==> src/hw/rtl/fcm_pkg.sv <==
package fcm_pkg;

    localparam int NUM_LANES = 8;
    localparam int DIST_W    = 24;
    localparam int MEMB_W    = 17;
    localparam int RECIP_W   = 41;
    localparam int SUM_W     = 44;
    localparam int NUM_W     = RECIP_W + 16;
    localparam int IDX_W     = 3;
    localparam int CNT_W     = 4;

    localparam logic [MEMB_W-1:0] ONE_Q16 = 17'h10000;

    // register indexes on the config port
    localparam logic CFG_ACTIVE = 1'b0;
    localparam logic CFG_LIMIT  = 1'b1;

    typedef logic [DIST_W-1:0]  dist_t;
    typedef logic [RECIP_W-1:0] recip_t;
    typedef logic [SUM_W-1:0]   sum_t;
    typedef logic [NUM_W-1:0]   num_t;
    typedef logic [MEMB_W-1:0]  memb_t;

    typedef struct packed {
        dist_t distance_0;
        dist_t distance_1;
        dist_t distance_2;
        dist_t distance_3;
        dist_t distance_4;
        dist_t distance_5;
        dist_t distance_6;
        dist_t distance_7;
    } dist_in_t;

    typedef struct packed {
        memb_t             membership_0;
        memb_t             membership_1;
        memb_t             membership_2;
        memb_t             membership_3;
        memb_t             membership_4;
        memb_t             membership_5;
        memb_t             membership_6;
        memb_t             membership_7;
        logic              exact_match;
        logic [IDX_W-1:0]  matched_class;
    } memb_out_t;

    // per-pixel control that rides along the pipeline
    typedef struct packed {
        logic                 match;
        logic [IDX_W-1:0]     idx;
        logic [NUM_LANES-1:0] mask;
    } side_t;

endpackage

==> src/hw/rtl/fcm_sum.sv <==
// Three-level registered adder tree over the active reciprocals.
module fcm_sum import fcm_pkg::*; (
    input  logic   clk,
    input  logic   rst_n,
    input  logic   in_valid,
    input  recip_t recip_in [NUM_LANES],
    input  side_t  side_in,
    output logic   out_valid,
    output sum_t   sum_out,
    output recip_t recip_out [NUM_LANES],
    output side_t  side_out
);

    logic [RECIP_W:0]   l1_reg [4];
    logic [RECIP_W+1:0] l2_reg [2];
    sum_t               l3_reg;
    recip_t             r1_reg [NUM_LANES];
    recip_t             r2_reg [NUM_LANES];
    recip_t             r3_reg [NUM_LANES];
    side_t              s1_reg, s2_reg, s3_reg;
    logic [2:0]         valid_reg;

    recip_t masked [NUM_LANES];

    always_comb
    begin
        for (int l = 0; l < NUM_LANES; l++)
            masked[l] = side_in.mask[l] ? recip_in[l] : '0;
    end

    always_ff @(posedge clk or negedge rst_n)
    begin
        if (!rst_n)
            valid_reg <= '0;
        else
            valid_reg <= {valid_reg[1:0], in_valid};
    end

    always_ff @(posedge clk)
    begin
        for (int j = 0; j < 4; j++)
            l1_reg[j] <= {1'b0, masked[2*j]} + {1'b0, masked[2*j+1]};
        for (int j = 0; j < 2; j++)
            l2_reg[j] <= {1'b0, l1_reg[2*j]} + {1'b0, l1_reg[2*j+1]};
        l3_reg <= {1'b0, l2_reg[0]} + {1'b0, l2_reg[1]};
        r1_reg <= recip_in;
        r2_reg <= r1_reg;
        r3_reg <= r2_reg;
        s1_reg <= side_in;
        s2_reg <= s1_reg;
        s3_reg <= s2_reg;
    end

    assign out_valid = valid_reg[2];
    assign sum_out   = l3_reg;
    assign recip_out = r3_reg;
    assign side_out  = s3_reg;

endmodule

==> config.mk <==
export PLATFORM = sky130hd
export DESIGN_NAME = fcm_sum
export DESIGN_NICKNAME = d
export VERILOG_FILES = /design/src/hw/rtl/fcm_pkg.sv /design/src/hw/rtl/fcm_sum.sv
export SDC_FILE = /design/constraint.sdc
export NUM_CORES = 1
export LEC_CHECK = 0
export ABC_AREA = 1
export BUFFER_PORTS_ARGS = -buffer_cell sky130_fd_sc_hd__buf_4
export CAP_MARGIN = 20
export CORE_ASPECT_RATIO = 1.1
export CORE_MARGIN = 2
export CORE_UTILIZATION = 45
export DETAILED_ROUTE_END_ITERATION = 12
export GPL_TIMING_DRIVEN = 0
export PLACE_DENSITY_LB_ADDON = 0.2
export RECOVER_POWER = 100
export SLEW_MARGIN = 40
export SYNTH_ARGS = -nofsm -noshare
export SYNTH_HDL_FRONTEND = slang
export SYNTH_SLANG_ARGS = --single-unit
==> constraint.sdc <==
create_clock -name clk -period 4.12 [get_ports clk]
set_input_delay 0.824 -clock clk [delete_from_list [all_inputs] [get_ports clk]]
set_output_delay 0.824 -clock clk [all_outputs]
set_load 0.01 [all_outputs]
# Yosys cells after proc, flatten, opt, wreduce, memory -nomap -nowiden
# Memories as Yosys holds them, arrays and structs flattened.
# Cells that the tools add are included.
dict set report word_totals {
  register_bits 1067
  mem_bits_rw 254
  inputBits 343
  output_inout_bits 385
  elab_cells 52
  mem_count 2
}
# name depth word_bits rd rd_clocked_by_memory_dff write_ports line
set memory_table {}
lappend memory_table {l1_reg 4 42 4 0 4 fcm_sum.sv:14} ;# logic [RECIP_W:0] l1_reg [4];
lappend memory_table {l2_reg 2 43 2 0 2 fcm_sum.sv:15} ;# logic [RECIP_W+1:0] l2_reg [2];
dict set report op_classes {
  n_addsub 7
  muxes 8
}
# cell n
set ops {}
lappend ops {{$mux 41} 8}
lappend ops {{$add 41x41->42} 4}
lappend ops {{$add 42x42->43} 2}
lappend ops {{$add 43x43->44} 1}

# Depth between registers and ports, before layout
dict set report depth {
  word_depth 2
  mapped_depth 18
  ltp_nobuf 16
}

# Least setup slack after synthesis
# No wires, ideal clock.
dict set report synth_path {
  path_type {input port to flip-flop}
  start {input port side_in[6] (netlist bit)}
  end {memory l1_reg[3][40] (netlist bit)}
  setup_ps 112
  t_arrival_ps 2679
  required_ps 4008
  slack_ps 1329
  path_stages 17
  n_path_buf 2
  cell_sequence {clkbuf_1 > clkbuf_1 > nand2_1 > inv_1 > ha_1 > inv_1 > fa_1 > inv_1 > nand2_1 > nand2_1 > nand3_1 > nand2_1 > nand2_1 > nand3_2 > nand2_1 > nand3_1 > nand2_1}
}
# item line
set synth_rtl {}
lappend synth_rtl {{start, declared} fcm_sum.sv:7} ;# input side_t side_in,
lappend synth_rtl {{end, declared} fcm_sum.sv:14}

==> results by group <==
Drt
  • Routed via count: between 40000 and 50000
  • WL final: 141000 um
  • Drt initial violations: 2578
  • DRC Markers: 0
  • Avg WL per Cell: roughly 15 um
  • Post-DR vias/cell: 4.50
  • Final ANT Viol Nets: 0
  • First-pass iteration count of the detailed router: 6

Floorplanning
  • Die Ht: roughly 360 um
  • Die ar.: around 120000 um2
  • Core area: 114000 um2
  • Cell Rows: 130
  • Number of placed I/O pins: 728
  • Starting Density: 0.452
  • Die Wd: around 330 um

Power
  • Final Power: 36.7 mW
  • Clock Power Share: 0.337
  • Internal power: between 20 and 25 mW
  • Comb pwr share: 0.256
  • Switching Fraction: 0.333
  • VDD IR max: 0.000512 V
  • Psw: ~12 mW
  • Pleak: 32.9 nW
  • PwrDens: a little over 600 nW/um2
  • Sequential share of power: 0.407

Finish
  • Layout cells sized above 1: 0.0449
  • Area delta synth->final: 18.0%
  • Most common cell after layout, fill and taps aside: nand2_1
  • Cell Count, Final, Fillers Out: 9185
  • # nets final: ~8000
  • Commonest non-fill, non-tap cells in the layout: nand2_1 (2360), inv_1 (1349), dfxtp_1 (1318)

Clocking
  • Clk slew on worst S/H paths: ~60 ps
  • PostCTS Resize Cnt: 0
  • Clk sink count: 1321
  • Hold-fix buffer count after cts: 1
  • Clk_lat worst skew: 770 ps
  • Total CTS buffers: 131
  • Clk buf depth: 3
  • Clock Root Buffer: clkbuf_16
  • CTS H-Tree Depth: 4
  • Post-CTS Setup Bufs: 0
  • CTS tree: yes

Timing
  • Fmax: about 320 MHz
  • Max-slew violations: 0
  • Max Clock Skew: 21.7 ps
  • Finish-stage setup viols: 0
  • Final period utilization: 0.761
  • Worst-Margin Slew: 609 ps
  • Max_slew headroom: 0.591
  • Min Clock Period, post-route: 3130 ps
  • Final hold viol count: 0
  • Post-Route Setup TNS: 0 ps
  • Final hold slack: 181 ps
  • Unrepaired setup endpoints after global routing: false

Setup path
  • Buf/Inv on CP: 6
  • CP dominant cell by count: nand2_1
  • CP Class: in -> reg
  • Crit Path Max Fanout: 10
  • Crit-path leading delay family: buffers and inverters
  • Worst path slowest cell: clkbuf_1
  • Req. time, crit path: 4740 ps
  • Crit-path cells: clkbuf_1 -> clkbuf_1 -> clkbuf_1 -> nand2_1 -> inv_1 -> ha_1 -> inv_1 -> fa_1 -> inv_1 -> nand2_1 -> nand2_1 -> and2_0 -> nand2_1 -> nand3_1 -> nand2_1 -> nand3_1 -> nand2_1
  • Crit path launch type: input port
  • Crit path arrival time: 3750 ps
  • CP Capture Type: flip-flop
  • Max incr delay on CP: 450 ps

Synth
  • Synthesized cell area: 51500 um2
  • Post-synth EDFFs: 0
  • Total of warnings raised by yosys: 0
  • Synth top area share: 0.512
  • Async S/R FF share, synth: 0.00227
  • Top cells by area, synth: dfxtp_1 (51%), nand2_1 (17%), inv_1 (9.8%), ha_1 (7.1%), nor2_1 (3.1%)
  • Syn Nets: 7332
  • Synth area leader: dfxtp_1
  • #FFs+latches synth: 1321
  • Post-synthesis instance total: 6691
  • Post-synthesis sequential area ratio: 0.514
  • Post-synthesis average cell area: 7.70 um2
  • Synth Flop Type: dfxtp_1
  • Count of cell types in the netlist: 27

Worst hold path
  • Hold Path Class: in -> reg

Place
  • Final Wtd Congestion: just over 0.9
  • DP HPWL: between 100000 and 150000 um
  • Placed cells: 8936
  • Port bufs: 727

Global routing
  • Met1 Use GR: 0.321
  • Grt total ovfl: 0
  • Met2 GRT Util: 0.375
  • Initial antenna violation count: 11
  • GR peak layer: met2
  • Global-route wire length before repair: 215000 um
  • GR Util met3: 0.0595
  • Largest net degree at the start of global routing: 17
  • Number of global-route vias before repair: 39400
  • All-Layer GR Usage: 0.237

Run
  • Max-cap violations: 0

Run status
  • Outcome: finished clean
==> synth_stat cells (18+ instances only) <==
| master | number |
|---|---|
| xnor2_1 | 47 |
| nor2_1 | 432 |
| xor2_1 | 118 |
| inv_1 | 1349 |
| a31oi_1 | 28 |
| nor3_1 | 57 |
| dfxtp_1 | 1318 |
| o21ai_0 | 80 |
| nand3_1 | 184 |
| nor2_2 | 36 |
| a21oi_1 | 223 |
| ha_1 | 291 |
| nand3_2 | 44 |
| nand2_1 | 2344 |
| nand2_2 | 22 |
| clkbuf_1 | 40 |
| o21bai_1 | 18 |
==> worst paths after layout <==
check / start / to / slack (ps) / depth (start not counted)
setup / recovery: side_in[2] / l1_reg[1][28] / 990 / 17
hold / removal: side_in[8] / s1_reg[8] / 180 / 1
setup reg to reg: l2_reg[0][18] / sum_out[22] / 1780 / 8
hold reg to reg: r1_reg[81] / r2_reg[81] / 310 / 0
max in group asynchronous: rst_n / valid_reg[2] / 3570 / 2
min in group asynchronous: rst_n / valid_reg[0] / 400 / 2
==> metrics by stage <==
step	setup WS [ps]	instance area [um2]	util
4_1_cts	1220	63400	0.557
6_report	986	60800	0.534
5_1_grt	722	60800	0.534
3_3_place_gp	381	58900	0.517
3_5_place_dp	406	58900	0.517
2_1_floorplan	1330	51500	-
==> kinds of logic (layout without fill, tap and decap cells) <==
kind of cell | Yosys count | after routing | synth area share
buffers and inverters | 1389 | 2356 | 0.101
adders and majority gates | 298 | 298 | 0.0734
other | 0 | 9 | 0
AOI/OAI and AO/OA | 357 | 357 | 0.0366
DFF | 1321 | 1321 | 0.514
and+or+nand+nor | 3161 | 3161 | 0.247
xor gates and xnor gates | 165 | 165 | 0.0281
==> final cells by class <==
class / instances / area (um2)
Clock inverter: 57 / 887
Fill cell: 11400 / 53100
Antenna cell: 9 / 22.5
Buffer: 40 / 150
Multi-Input combinational cell: 3981 / 19500
Clock buffer: 182 / 3680
Sequential cell: 1321 / 26500
Timing Repair Buffer: 728 / 3080
Tap cell: 1518 / 1900
Inverter: 1349 / 5060
==> metal layers <==
metal  share of wire  wire length, um
met4           0.022             3050
met3           0.074            10400
met1            0.47            65500
met5               0                0
met2            0.44            61800
==> power by group through the flow <==
| stage | Sequential (mW) | Clock (mW) | Combinational (mW) |
|---|---|---|---|
| floorplan | 15.0 | 0 | 5.99 |
| global placement | 15.2 | 0 | 9.74 |
| detailed placement | 15.2 | 0 | 9.77 |
| CTS | 15.0 | 12.7 | 9.84 |
| global route | 15.0 | 13.2 | 10.6 |
| finish | 14.9 | 12.4 | 9.41 |
(Power assumes the default switching activity.)
